===== config.mk =====
export PLATFORM = sky130hd
export DESIGN_NAME = vt_escape_sequence_parser
export DESIGN_NICKNAME = d
export VERILOG_FILES = /design/src/design/vtp_pkg.sv /design/src/design/vtp_step.sv /design/src/design/vt_escape_sequence_parser.sv
export SDC_FILE = /design/constraint.sdc
export NUM_CORES = 2
export LEC_CHECK = 0
export ABC_AREA = 1
export CORE_ASPECT_RATIO = 1.25
export CORE_MARGIN = 5
export CORE_UTILIZATION = 35
export CTS_BUF_LIST = sky130_fd_sc_hd__clkbuf_8
export DETAILED_ROUTE_END_ITERATION = 7
export DONT_BUFFER_PORTS = 1
export HOLD_SLACK_MARGIN = 0.08
export PLACE_DENSITY_LB_ADDON = 0.15
export SLEW_MARGIN = 5
export SYNTH_ARGS = -nofsm -noshare
export SYNTH_HDL_FRONTEND = slang
export SYNTH_SLANG_ARGS = --single-unit

===== constraint.sdc =====
create_clock -name clk -period 7.2 [get_ports clk]
set_input_delay 0.72 -clock clk [delete_from_list [all_inputs] [get_ports clk]]
set_output_delay 0.72 -clock clk [all_outputs]
set_load 0.005 [all_outputs]

===== src/design/vtp_pkg.sv =====
package vtp_pkg;

	typedef enum logic [3:0] {
		S_GROUND  = 4'd0,
		S_ESC     = 4'd1,
		S_ESCI    = 4'd2,
		S_CSIE    = 4'd3,
		S_CSIP    = 4'd4,
		S_CSII    = 4'd5,
		S_CSIX    = 4'd6,
		S_OSC     = 4'd7,
		S_DCSE    = 4'd8,
		S_DCSP    = 4'd9,
		S_DCSI    = 4'd10,
		S_DCSPASS = 4'd11,
		S_DCSX    = 4'd12,
		S_SOS     = 4'd13,
		S_UTF8    = 4'd14
	} pstate_t;

	typedef enum logic [1:0] {
		TP_NONE = 2'd0,
		TP_DCS  = 2'd1,
		TP_OSC  = 2'd2
	} tp_t;

	localparam logic [3:0] EV_PRINT    = 4'd0;
	localparam logic [3:0] EV_EXECUTE  = 4'd1;
	localparam logic [3:0] EV_PARAM    = 4'd2;
	localparam logic [3:0] EV_ESC      = 4'd3;
	localparam logic [3:0] EV_CSI      = 4'd4;
	localparam logic [3:0] EV_OSC_BYTE = 4'd5;
	localparam logic [3:0] EV_OSC_END  = 4'd6;
	localparam logic [3:0] EV_DCS_HOOK = 4'd7;
	localparam logic [3:0] EV_DCS_BYTE = 4'd8;
	localparam logic [3:0] EV_DCS_END  = 4'd9;
	localparam logic [3:0] EV_ABORT    = 4'd10;

	localparam logic [7:0] B_ESC = 8'h1B;
	localparam logic [7:0] B_CAN = 8'h18;
	localparam logic [7:0] B_SUB = 8'h1A;
	localparam logic [7:0] B_BEL = 8'h07;
	localparam logic [7:0] B_ST  = 8'h9C;
	localparam logic [7:0] B_CSI = 8'h9B;
	localparam logic [7:0] B_OSC = 8'h9D;
	localparam logic [7:0] B_DCS = 8'h90;
	localparam logic [7:0] B_DEL = 8'h7F;
	localparam logic [7:0] B_BSL = 8'h5C;

	localparam logic [15:0] NUM_MAX      = 16'd65535;
	localparam logic [20:0] STR_CAP_RST  = 21'd1048576;
	localparam logic [16:0] NONE_17      = 17'h1FFFF;

	typedef struct packed {
		pstate_t       ps;
		logic [15:0]   acc;
		logic          acc_st;
		logic          sub;
		logic [31:0]   inter;
		logic [2:0]    fill;
		logic [16:0]   osc;
		logic          osc_done;
		logic [20:0]   slen;
		logic [7:0]    dcs_final;
		tp_t           tp;
		logic          seq_em;
		logic [20:0]   u8acc;
		logic [1:0]    u8left;
	} vtp_state_t;

	typedef struct packed {
		logic [3:0]  ev;
		logic [20:0] ch;
		logic [16:0] pv;
		logic        sub;
		logic [31:0] inter;
		logic [2:0]  cnt;
		logic [16:0] osc;
		logic        last;
	} vtp_res_t;

endpackage


===== src/design/vtp_step.sv =====
module vtp_step #(
	parameter int InterCap = 4
) (
	input  vtp_pkg::vtp_state_t st,
	input  logic [7:0]          b,
	input  logic [20:0]         cap,
	output vtp_pkg::vtp_state_t nxt,
	output vtp_pkg::vtp_res_t   res0,
	output vtp_pkg::vtp_res_t   res1,
	output logic [1:0]          n
);
	import vtp_pkg::*;

	typedef struct packed {
		vtp_res_t   r0;
		vtp_res_t   r1;
		logic [1:0] n;
	} pair_t;

	function automatic vtp_res_t mk(logic [3:0] ev, logic [20:0] ch, logic [16:0] pv,
			logic sub, vtp_state_t s);
		vtp_res_t r;
		r = '0;
		r.ev = ev;
		r.ch = ch;
		r.pv = pv;
		r.sub = sub;
		if (ev == EV_ESC || ev == EV_CSI || ev == EV_DCS_HOOK) begin
			r.inter = s.inter;
			r.cnt = s.fill;
		end
		if (ev == EV_OSC_BYTE || ev == EV_OSC_END)
			r.osc = s.osc;
		return r;
	endfunction

	function automatic pair_t push(pair_t p, vtp_res_t x);
		pair_t q;
		q = p;
		if (p.n == 2'd0) begin
			q.r0 = x;
			q.n = 2'd1;
		end else if (p.n == 2'd1) begin
			q.r1 = x;
			q.n = 2'd2;
		end
		return q;
	endfunction

	function automatic vtp_state_t clr(vtp_state_t s);
		vtp_state_t t;
		t = s;
		t.acc = '0;
		t.acc_st = 1'b0;
		t.sub = 1'b0;
		t.inter = '0;
		t.fill = '0;
		t.osc = NONE_17;
		t.osc_done = 1'b0;
		t.slen = '0;
		t.dcs_final = '0;
		t.tp = TP_NONE;
		t.seq_em = 1'b0;
		return t;
	endfunction

	function automatic vtp_state_t coll(vtp_state_t s, logic [7:0] c);
		vtp_state_t t;
		t = s;
		if (s.fill < 3'(InterCap)) begin
			t.inter[8*s.fill[1:0] +: 8] = c;
			t.fill = s.fill + 3'd1;
		end
		return t;
	endfunction

	// value times ten plus digit, held at the 16-bit ceiling
	function automatic logic [15:0] dig(logic [15:0] v, logic [7:0] c);
		logic [19:0] w;
		w = {1'b0, v, 3'b0} + {3'b0, v, 1'b0} + {16'd0, c[3:0]};
		return (w > {4'd0, NUM_MAX}) ? NUM_MAX : w[15:0];
	endfunction

	vtp_state_t s;
	pair_t      o;
	logic       done;
	logic       is_dig;
	logic [16:0] pv;

	assign is_dig = (b >= 8'h30) && (b <= 8'h39);

	always_comb begin
		s = st;
		o = '0;
		done = 1'b0;
		pv = '0;

		if (s.ps == S_UTF8) begin
			if (b[7:6] == 2'b10) begin
				s.u8acc = {s.u8acc[14:0], b[5:0]};
				if (s.u8left != 2'd0)
					s.u8left = s.u8left - 2'd1;
				if (s.u8left == 2'd0) begin
					s.ps = S_GROUND;
					o = push(o, mk(EV_PRINT, s.u8acc, '0, 1'b0, s));
				end
				done = 1'b1;
			end else begin
				s.u8left = 2'd0;
				s.ps = S_GROUND;
			end
		end

		if (!done && b == B_ESC) begin
			if (s.ps == S_DCSPASS)
				s.tp = TP_DCS;
			else if (s.ps == S_OSC)
				s.tp = TP_OSC;
			else begin
				if (s.seq_em)
					o = push(o, mk(EV_ABORT, '0, '0, 1'b0, s));
				s = clr(s);
			end
			s.ps = S_ESC;
			done = 1'b1;
		end

		if (!done && (b == B_CAN || b == B_SUB)) begin
			if (s.seq_em)
				o = push(o, mk(EV_ABORT, '0, '0, 1'b0, s));
			s = clr(s);
			o = push(o, mk(EV_EXECUTE, {13'd0, b}, '0, 1'b0, s));
			s.ps = S_GROUND;
			done = 1'b1;
		end

		if (!done) begin
			// parameter event value, used by every emit of a parameter below
			pv = s.acc_st ? {1'b0, s.acc} : NONE_17;
			unique case (s.ps)
				S_ESC: begin
					if (b != B_DEL) begin
						if (s.tp != TP_NONE && b == B_BSL) begin
							if (s.tp == TP_DCS)
								o = push(o, mk(EV_DCS_END, {13'd0, s.dcs_final}, '0, 1'b0, s));
							else
								o = push(o, mk(EV_OSC_END, {13'd0, b}, '0, 1'b0, s));
							s = clr(s);
							s.ps = S_GROUND;
						end else begin
							if (s.tp != TP_NONE) begin
								if (s.seq_em)
									o = push(o, mk(EV_ABORT, '0, '0, 1'b0, s));
								s = clr(s);
							end
							if (b < 8'h20)
								o = push(o, mk(EV_EXECUTE, {13'd0, b}, '0, 1'b0, s));
							else if (b == 8'h5B) begin
								s = clr(s);
								s.ps = S_CSIE;
							end else if (b == 8'h5D) begin
								s = clr(s);
								s.ps = S_OSC;
							end else if (b == 8'h50) begin
								s = clr(s);
								s.ps = S_DCSE;
							end else if (b == 8'h58 || b == 8'h5E || b == 8'h5F)
								s.ps = S_SOS;
							else if (b <= 8'h2F) begin
								s = clr(s);
								s = coll(s, b);
								s.ps = S_ESCI;
							end else if (b <= 8'h7E) begin
								o = push(o, mk(EV_ESC, {13'd0, b}, '0, 1'b0, s));
								s = clr(s);
								s.ps = S_GROUND;
							end
						end
					end
				end
				S_ESCI: begin
					if (b < 8'h20)
						o = push(o, mk(EV_EXECUTE, {13'd0, b}, '0, 1'b0, s));
					else if (b <= 8'h2F)
						s = coll(s, b);
					else if (b <= 8'h7E) begin
						o = push(o, mk(EV_ESC, {13'd0, b}, '0, 1'b0, s));
						s = clr(s);
						s.ps = S_GROUND;
					end
				end
				S_CSIE, S_CSIP, S_CSII, S_DCSE, S_DCSP, S_DCSI: begin
					if (b < 8'h20) begin
						if (s.ps == S_CSIE || s.ps == S_CSIP || s.ps == S_CSII)
							o = push(o, mk(EV_EXECUTE, {13'd0, b}, '0, 1'b0, s));
					end else if ((s.ps != S_CSII && s.ps != S_DCSI) && (is_dig || b == 8'h3B
							|| (b == 8'h3A && s.ps == S_CSIP))) begin
						if (is_dig) begin
							s.acc = dig(s.acc_st ? s.acc : 16'd0, b);
							s.acc_st = 1'b1;
						end else begin
							o = push(o, mk(EV_PARAM, {13'd0, b}, pv, s.sub, s));
							s.seq_em = 1'b1;
							s.acc_st = 1'b0;
							s.acc = '0;
							s.sub = (b == 8'h3A);
						end
						if (s.ps == S_CSIE)
							s.ps = S_CSIP;
						else if (s.ps == S_DCSE)
							s.ps = S_DCSP;
					end else if (b <= 8'h2F) begin
						s = coll(s, b);
						s.ps = (s.ps == S_CSIE || s.ps == S_CSIP || s.ps == S_CSII) ? S_CSII
							: S_DCSI;
					end else if (b >= 8'h40 && b <= 8'h7E) begin
						if (s.acc_st || s.sub) begin
							o = push(o, mk(EV_PARAM, {13'd0, b}, pv, s.sub, s));
							s.seq_em = 1'b1;
							s.acc_st = 1'b0;
							s.acc = '0;
						end
						if (s.ps == S_CSIE || s.ps == S_CSIP || s.ps == S_CSII) begin
							o = push(o, mk(EV_CSI, {13'd0, b}, '0, 1'b0, s));
							s = clr(s);
							s.ps = S_GROUND;
						end else begin
							o = push(o, mk(EV_DCS_HOOK, {13'd0, b}, '0, 1'b0, s));
							s.dcs_final = b;
							s.seq_em = 1'b1;
							s.slen = '0;
							s.ps = S_DCSPASS;
						end
					end else if (b >= 8'h3C && b <= 8'h3F
							&& (s.ps == S_CSIE || s.ps == S_DCSE)) begin
						s = coll(s, b);
						s.ps = (s.ps == S_CSIE) ? S_CSIP : S_DCSP;
					end else if (b >= 8'h30 && b <= 8'h3F && (s.ps == S_CSII || s.ps == S_DCSI
							|| b >= 8'h3C)) begin
						// colon in csi entry, dcs entry or dcs params matches no branch and is left untouched
						if (s.seq_em)
							o = push(o, mk(EV_ABORT, '0, '0, 1'b0, s));
						s = clr(s);
						s.ps = (st.ps == S_CSIP || st.ps == S_CSII) ? S_CSIX : S_DCSX;
					end
				end
				S_CSIX: begin
					if (b < 8'h20)
						o = push(o, mk(EV_EXECUTE, {13'd0, b}, '0, 1'b0, s));
					else if (b >= 8'h40 && b <= 8'h7E) begin
						s = clr(s);
						s.ps = S_GROUND;
					end
				end
				S_OSC, S_DCSPASS: begin
					if ((s.ps == S_OSC && (b == B_BEL || b == B_ST))
							|| (s.ps == S_DCSPASS && b == B_ST)) begin
						if (s.ps == S_OSC)
							o = push(o, mk(EV_OSC_END, {13'd0, b}, '0, 1'b0, s));
						else
							o = push(o, mk(EV_DCS_END, {13'd0, s.dcs_final}, '0, 1'b0, s));
						s = clr(s);
						s.ps = S_GROUND;
					end else if (s.ps == S_OSC && !s.osc_done && is_dig) begin
						s.osc = {1'b0, dig(s.osc[16] ? 16'd0 : s.osc[15:0], b)};
					end else if (s.ps == S_OSC && !s.osc_done && b == 8'h3B) begin
						s.osc_done = 1'b1;
					end else if ((s.ps == S_OSC && (!s.osc_done || b >= 8'h20 || b == 8'h09))
							|| (s.ps == S_DCSPASS && b >= 8'h20 && b != B_DEL)) begin
						s.osc_done = s.osc_done | (s.ps == S_OSC);
						if (s.slen >= cap) begin
							if (s.seq_em)
								o = push(o, mk(EV_ABORT, '0, '0, 1'b0, s));
							s = clr(s);
							s.ps = S_GROUND;
						end else begin
							o = push(o, mk((s.ps == S_OSC) ? EV_OSC_BYTE : EV_DCS_BYTE,
								{13'd0, b}, '0, 1'b0, s));
							s.slen = s.slen + 21'd1;
							s.seq_em = 1'b1;
						end
					end
				end
				S_DCSX, S_SOS: begin
					if (b == B_ST) begin
						s = clr(s);
						s.ps = S_GROUND;
					end
				end
				default: begin
					s.ps = S_GROUND;
					if (b < 8'h20)
						o = push(o, mk(EV_EXECUTE, {13'd0, b}, '0, 1'b0, s));
					else if (b == B_DEL) begin
					end else if (b < 8'h7F)
						o = push(o, mk(EV_PRINT, {13'd0, b}, '0, 1'b0, s));
					else if (b <= 8'h9F) begin
						if (b == B_CSI) begin
							s = clr(s);
							s.ps = S_CSIE;
						end else if (b == B_OSC) begin
							s = clr(s);
							s.ps = S_OSC;
						end else if (b == B_DCS) begin
							s = clr(s);
							s.ps = S_DCSE;
						end else
							o = push(o, mk(EV_EXECUTE, {13'd0, b}, '0, 1'b0, s));
					end else if (b < 8'hC0) begin
					end else if (b < 8'hE0) begin
						s.u8acc = {16'd0, b[4:0]};
						s.u8left = 2'd1;
						s.ps = S_UTF8;
					end else if (b < 8'hF0) begin
						s.u8acc = {17'd0, b[3:0]};
						s.u8left = 2'd2;
						s.ps = S_UTF8;
					end else if (b < 8'hF8) begin
						s.u8acc = {18'd0, b[2:0]};
						s.u8left = 2'd3;
						s.ps = S_UTF8;
					end
				end
			endcase
		end

		if (o.n == 2'd1)
			o.r0.last = 1'b1;
		else if (o.n == 2'd2)
			o.r1.last = 1'b1;
	end

	assign nxt  = s;
	assign res0 = o.r0;
	assign res1 = o.r1;
	assign n    = o.n;

endmodule


===== src/design/vt_escape_sequence_parser.sv =====
// channel | direction | handshake             | payload
// in      | sink      | in_valid / in_ready   | in_byte
// out     | source    | out_valid / out_ready | event_res .. last_of_run
// cfg     | sink      | cfg_valid / cfg_ready | cfg_data (string_cap)
// one byte is taken per cycle while the result queue has room for two results
// each byte updates the parser state in the cycle it is taken; its results
// enter a four-deep queue and leave one per cycle while out_ready is high;
// input is held off while three or more results are waiting
// reset puts the parser in ground state and string_cap at 1048576
module vt_escape_sequence_parser #(
	parameter int MAX_INTERMEDIATES = 4
) (
	input  logic        clk,
	input  logic        arst_n,
	input  logic        in_valid,
	output logic        in_ready,
	input  logic [7:0]  in_byte,
	output logic        out_valid,
	input  logic        out_ready,
	output logic [3:0]  event_res,
	output logic [20:0] char_value,
	output logic signed [16:0] param_value,
	output logic        param_is_sub,
	output logic [31:0] inter_bytes,
	output logic [2:0]  inter_count,
	output logic signed [16:0] osc_code,
	output logic        last_of_run,
	input  logic        cfg_valid,
	output logic        cfg_ready,
	input  logic [20:0] cfg_data
);
	import vtp_pkg::*;

	localparam int InterCap = (MAX_INTERMEDIATES < 4) ? MAX_INTERMEDIATES : 4;
	localparam vtp_state_t StateRst = '{ps: S_GROUND, tp: TP_NONE, osc: NONE_17,
		default: '0};

	vtp_state_t  state_q, state_nxt;
	vtp_res_t    res0, res1;
	logic [1:0]  nres;
	logic [20:0] cap_q;
	vtp_res_t    fifo_q [4];
	logic [1:0]  wr_q, rd_q;
	logic [2:0]  cnt_q;
	logic        acc_in, acc_out;

	vtp_step #(.InterCap(InterCap)) u_step (
		.st   (state_q),
		.b    (in_byte),
		.cap  (cap_q),
		.nxt  (state_nxt),
		.res0 (res0),
		.res1 (res1),
		.n    (nres)
	);

	assign in_ready  = (cnt_q <= 3'd2);
	assign cfg_ready = 1'b1;
	assign out_valid = (cnt_q != 3'd0);
	assign acc_in    = in_valid && in_ready;
	assign acc_out   = out_valid && out_ready;

	always_ff @(posedge clk or negedge arst_n) begin
		if (!arst_n) begin
			state_q <= StateRst;
			cap_q <= STR_CAP_RST;
			wr_q <= '0;
			rd_q <= '0;
			cnt_q <= '0;
		end else begin
			if (cfg_valid && cfg_ready)
				cap_q <= cfg_data;
			if (acc_in) begin
				state_q <= state_nxt;
				wr_q <= wr_q + nres;
			end
			if (acc_out)
				rd_q <= rd_q + 2'd1;
			cnt_q <= cnt_q + (acc_in ? {1'b0, nres} : 3'd0) - {2'd0, acc_out};
		end
	end

	always_ff @(posedge clk) begin
		if (acc_in) begin
			if (nres != 2'd0)
				fifo_q[wr_q] <= res0;
			if (nres == 2'd2)
				fifo_q[wr_q + 2'd1] <= res1;
		end
	end

	assign event_res    = fifo_q[rd_q].ev;
	assign char_value   = fifo_q[rd_q].ch;
	assign param_value  = fifo_q[rd_q].pv;
	assign param_is_sub = fifo_q[rd_q].sub;
	assign inter_bytes  = fifo_q[rd_q].inter;
	assign inter_count  = fifo_q[rd_q].cnt;
	assign osc_code     = fifo_q[rd_q].osc;
	assign last_of_run  = fifo_q[rd_q].last;

endmodule


==> results_tabular.tex <==
\begin{tabular}{lr}
\hline
Metric & Value \\
\hline
\multicolumn{2}{l}{\textbf{Run status}} \\
Status & complete, no violations \\
\multicolumn{2}{l}{\textbf{Pwr}} \\
Switching component of the power & around 12,000 µW \\
Maximum ir drop on the vdd rail & roughly 370 µV \\
Internal power & 9560 µW \\
Proportion of power drawn by the clock network & 0.152 \\
Static power due to leakage & roughly 0.019 µW \\
Pwr/cell area & 481 nW/µm² \\
Fraction of power consumed by combinational cells & 0.626 \\
Switch share & 0.549 \\
Proportion of power drawn by flip-flops and latches & 0.222 \\
\multicolumn{2}{l}{\textbf{Floorplan}} \\
Effective utilization at floorplan & 0.352 \\
Die footprint & 120,000 µm² \\
Core ar. & 113,000 µm² \\
Boundary pin count & 133 \\
Die Span X & 311 µm \\
Number of rows in the core area & 138 \\
Die Height & 387 µm \\
\multicolumn{2}{l}{\textbf{Placement}} \\
DP Area & 41,700 µm² \\
DP HPWL & 128,000 µm \\
Placed cell count & 6,844 \\
Routability-driven placement congestion ratio & just over 1 \\
Count of input and output buffers & 0 \\
\multicolumn{2}{l}{\textbf{Route}} \\
DRT Wirelength & 186,000 µm \\
Drt drc & 0 \\
Average wire per standard cell & 26.4 µm \\
Mean number of vias per cell & approximately 6 \\
First DRT Iteration DRCs & 4,701 \\
Post-detailed-route count of antenna-violating nets & 0 \\
Total via count after detailed routing & around 42,000 \\
Number of optimization iterations in the first detailed-route pass & 6 \\
\multicolumn{2}{l}{\textbf{Worst setup path}} \\
Data required time of the critical path & 7.92 ns \\
Critical Path Sink & state\_q[69]\$\_DFFE\_PN1P\_ \\
Origin of the worst setup path & state\_q[129]\$\_DFFE\_PN0P\_ \\
Type of element capturing the critical path & flop \\
Worst reg2reg path startpoint & state\_q[129]\$\_DFFE\_PN0P\_ \\
Flop-to-flop setup slack & 0.67 ns \\
Startpoint-to-endpoint class of the critical path & flop to flop \\
Type of element launching the critical path & flop \\
Crit path DAT & just over 7 ns \\
Number of cells on the worst reg-to-reg path & 24 \\
Worst r2r dst & state\_q[69]\$\_DFFE\_PN1P\_ \\
Max FO, Critical Path & 49 \\
\multicolumn{2}{l}{\textbf{Synthesis}} \\
Async set or reset register ratio after synthesis & 0.284 \\
Dominant combinational cell family by area after synthesis & simple AND/OR/NAND/NOR gates \\
Predominant post-synthesis flop cell & edfxtp\_1 \\
Synth area leaders & edfxtp\_1, nand2\_1, dfrtp\_1 \\
Post-Synth XOR/XNOR Area & 0.00882 \\
Number of flops mapped to enable cells by yosys & 332 \\
Synthesized instance count & 5,564 \\
Post-synthesis cell type count & 73 \\
Portion of the post-synthesis area used by sequential elements & 0.374 \\
Synthesized Nets & around 5,700 \\
Synth warn & 0 \\
Arithmetic-cell share of the synthesized area counting full adders, half adders and majority gates & 0.0357 \\
\#FFs+latches synth & 536 \\
Mapped Avg Cell Area & slightly above 7 µm² \\
Post-Syn Area & 39,700 µm² \\
Fraction of synthesized area in multiplexers & 0.000283 \\
Share of Yosys cell area claimed by the top area cell type & 0.251 \\
Area fraction in and, or, nand and nor cells after synthesis & 0.252 \\
Cell taking the most area after synthesis & edfxtp\_1 \\
Synth Area in Compound Gates & 0.229 \\
\multicolumn{2}{l}{\textbf{Clock network}} \\
Clock root buffer & clkbuf\_8 \\
TritonCTS clock tree & built \\
Maximum level of the CTS H-tree & 3 \\
Number of buffers added by the clock tree synthesis step & 98 \\
Worst-skew pair later-pin latency & 0.82 ns \\
Number of buffers on the longest clock path & 3 \\
Clock transition at the register clock pins on the worst setup and hold paths after CTS & 0.06 ns \\
Number of clock sinks & 536 \\
\multicolumn{2}{l}{\textbf{Timing}} \\
Final total negative setup slack & 0 ns \\
Final period util & 0.908 \\
Min cycle time layout & 6.53 ns \\
Remaining max-slew budget at the tightest pin & 0.201 \\
Setup repair after global routing missed its margin & no \\
Setup violation total in the final timing report & 0 \\
Worst-Margin Slew & 1.19 ns \\
Max-slew violation count & 0 \\
Maximum clock skew at final layout & 0.0619 ns \\
Highest achievable clock rate & 0.153 GHz \\
Final hold viol count & 0 \\
\multicolumn{2}{l}{\textbf{Run}} \\
Max Cap Violations & 0 \\
\multicolumn{2}{l}{\textbf{Global route}} \\
Via count of the first global-routing pass & 39,500 \\
Initial antenna violation count & 4 \\
Pin count of the biggest net entering global routing & 153 \\
Global-route wire length before repair & 272,000 µm \\
Congestion Overflow GR & 0 \\
Overall global routing resource usage & 0.296 \\
\multicolumn{2}{l}{\textbf{Layout}} \\
Layout cell share with drive strength beyond 1 & 0.0903 \\
Post-Layout Cell Count & slightly above 7,000 \\
Design Area, Final & about 44,000 µm² \\
Post-synthesis to final-layout area growth & 11.0\% \\
Post-layout nets & about 5,600 \\
Final core utilization & 0.391 \\
\multicolumn{2}{l}{\textbf{Min path}} \\
Hold Crit Class & input pin to flop \\
\hline
\end{tabular}
[synth_stat cells, types with 27 or more instances]
cell	n
o21ai_1	106
a31oi_1	54
dfxtp_1	52
xor2_1	27
edfxtp_1	332
inv_1	592
buf_1	29
clkbuf_1	215
o211ai_1	43
a21oi_1	183
o21ai_0	625
dfrtp_1	134
inv_2	37
a22oi_1	33
nand4_1	52
nor2_1	658
o31ai_1	45
ha_1	107
nand2_1	980
o221ai_1	34
nand3_1	435
nor3_1	93
o22ai_1	280
buf_2	96
[layer usage]
metal  vias up  global-route usage  wire length (µm)
met2      2101               0.473             84300
met5         -                   0                 7
li1      19200                   -                 -
met3       481              0.0431             15200
met1     20100               0.395             76700
met4         2               0.140              9920
[sequential cells by signal (all words and copies together), names as in the netlist]
register and flops:
cap_q 21, cnt_q 3, fifo_q 384, rd_q 2
state_q 124, wr_q 2
[power groups by stage]
| stage | combinational, µW | sequential (µW) | clock, µW |
|---|---|---|---|
| final | 13300 | 4720 | 3230 |
| after CTS | 13100 | 4710 | 3300 |
| after global placement | 13000 | 4760 | 0 |
| after detailed placement | 13000 | 4770 | 0 |
| after floorplan | 8200 | 4610 | 0 |
| after global routing | 14300 | 4810 | 3420 |
[worst max-delay path, stage by stage (launching register included)]
cell,delay [ns]
dfrtp_1,0.37
inv_1,0.21
nand2_1,0.12
nor2_1,0.53
nor2_4,0.15
buf_12,0.25
nor3_1,0.65
inv_2,0.34
nor2_1,0.32
ha_1,0.21
ha_1,0.18
inv_1,0.07
fa_1,0.46
o21ai_0,0.28
nand2_1,0.09
a21oi_1,0.28
nand2_1,0.09
nand4_1,0.15
a31oi_1,0.12
nor2_1,0.11
nand3_1,0.45
o21ai_0,0.56
nand2_1,0.14
a21oi_1,0.18
o21ai_0,0.09
[placed cells by master, fill, tap and decap left out, types with 20 or more instances in the layout]
cell           synthesis  routed
nand4_1               52      52
o31ai_1               45      45
nand2_1              980     973
a21oi_1              183     183
o21ai_0              625     625
clkinv_1              11      27
inv_2                 37      38
nor3_1                93      92
dlygate4sd3_1          0      24
dfrtp_1              134     132
inv_1                592     615
buf_12                 0      20
nand3_1              435     431
o21ai_1              106     106
xor2_1                27      27
o221ai_1              34      34
nor2_1               658     650
nand2_2               23      26
dfxtp_1               52      52
a31oi_1               54      54
o22ai_1              280     280
edfxtp_1             332     332
a22oi_1               33      33
o211ai_1              43      43
nor2_4                15      22
ha_1                 107     107
clkbuf_8               0     106
buf_4                 22     156
[kinds of logic (layout without fill, tap and decap cells)]
family                   Yosys count  in the layout
buffers and inverters           1009           1026
adder cells (fa/ha/maj)          111            111
XOR/XNOR                          40             40
other                              1              5
multiplexers                       1              1
AND/OR/NAND/NOR                 2326           2326
AO/OA/AOI/OAI                   1540           1540
flip-flops                       536            536
[timing repair]
item	4_1_cts	5_1_grt
hold buffers	25	0
buffers inserted	0	0
hold endpoints to repair	174	0
setup endpoints to repair	0	16
gates resized for setup	0	1
[through the flow]
step	setup WS (ns)	power (µW)	hold slack [ns]
detailed placement	0.196	17800	0.436
global placement	0.145	17800	0.435
floorplan	0.269	12800	0.424
global route	0.201	22600	0.195
CTS	0.333	21100	0.134
finish	0.665	21200	0.223
[worst min-delay path by stage]
stage	from	end	slack, ns	cells after the start
finish	in_byte[4]	state_q[0]$_DFFE_PN0P_	0.22	3
global route	in_byte[0]	state_q[110]$_DFFE_PN0P_	0.19	2
CTS	in_byte[5]	state_q[1]$_DFFE_PN0P_	0.13	2
detailed placement	arst_n	cap_q[15]$_DFFE_PN0P_	0.44	0
global placement	arst_n	cap_q[13]$_DFFE_PN0P_	0.43	0
floorplan	arst_n	cap_q[0]$_DFFE_PN0P_	0.42	0
[final cells by class]
cell class / instances / area [µm²]
fill: 12100 / 68800
multi-input combinational: 4019 / 21000
sequential: 536 / 14800
inverter: 643 / 2430
timing repair buffer: 201 / 1840
tap: 1470 / 1840
clock buffer: 106 / 1460
clock inverter: 76 / 639
antenna: 4 / 10.0
Power figures use the tool's default switching activity.
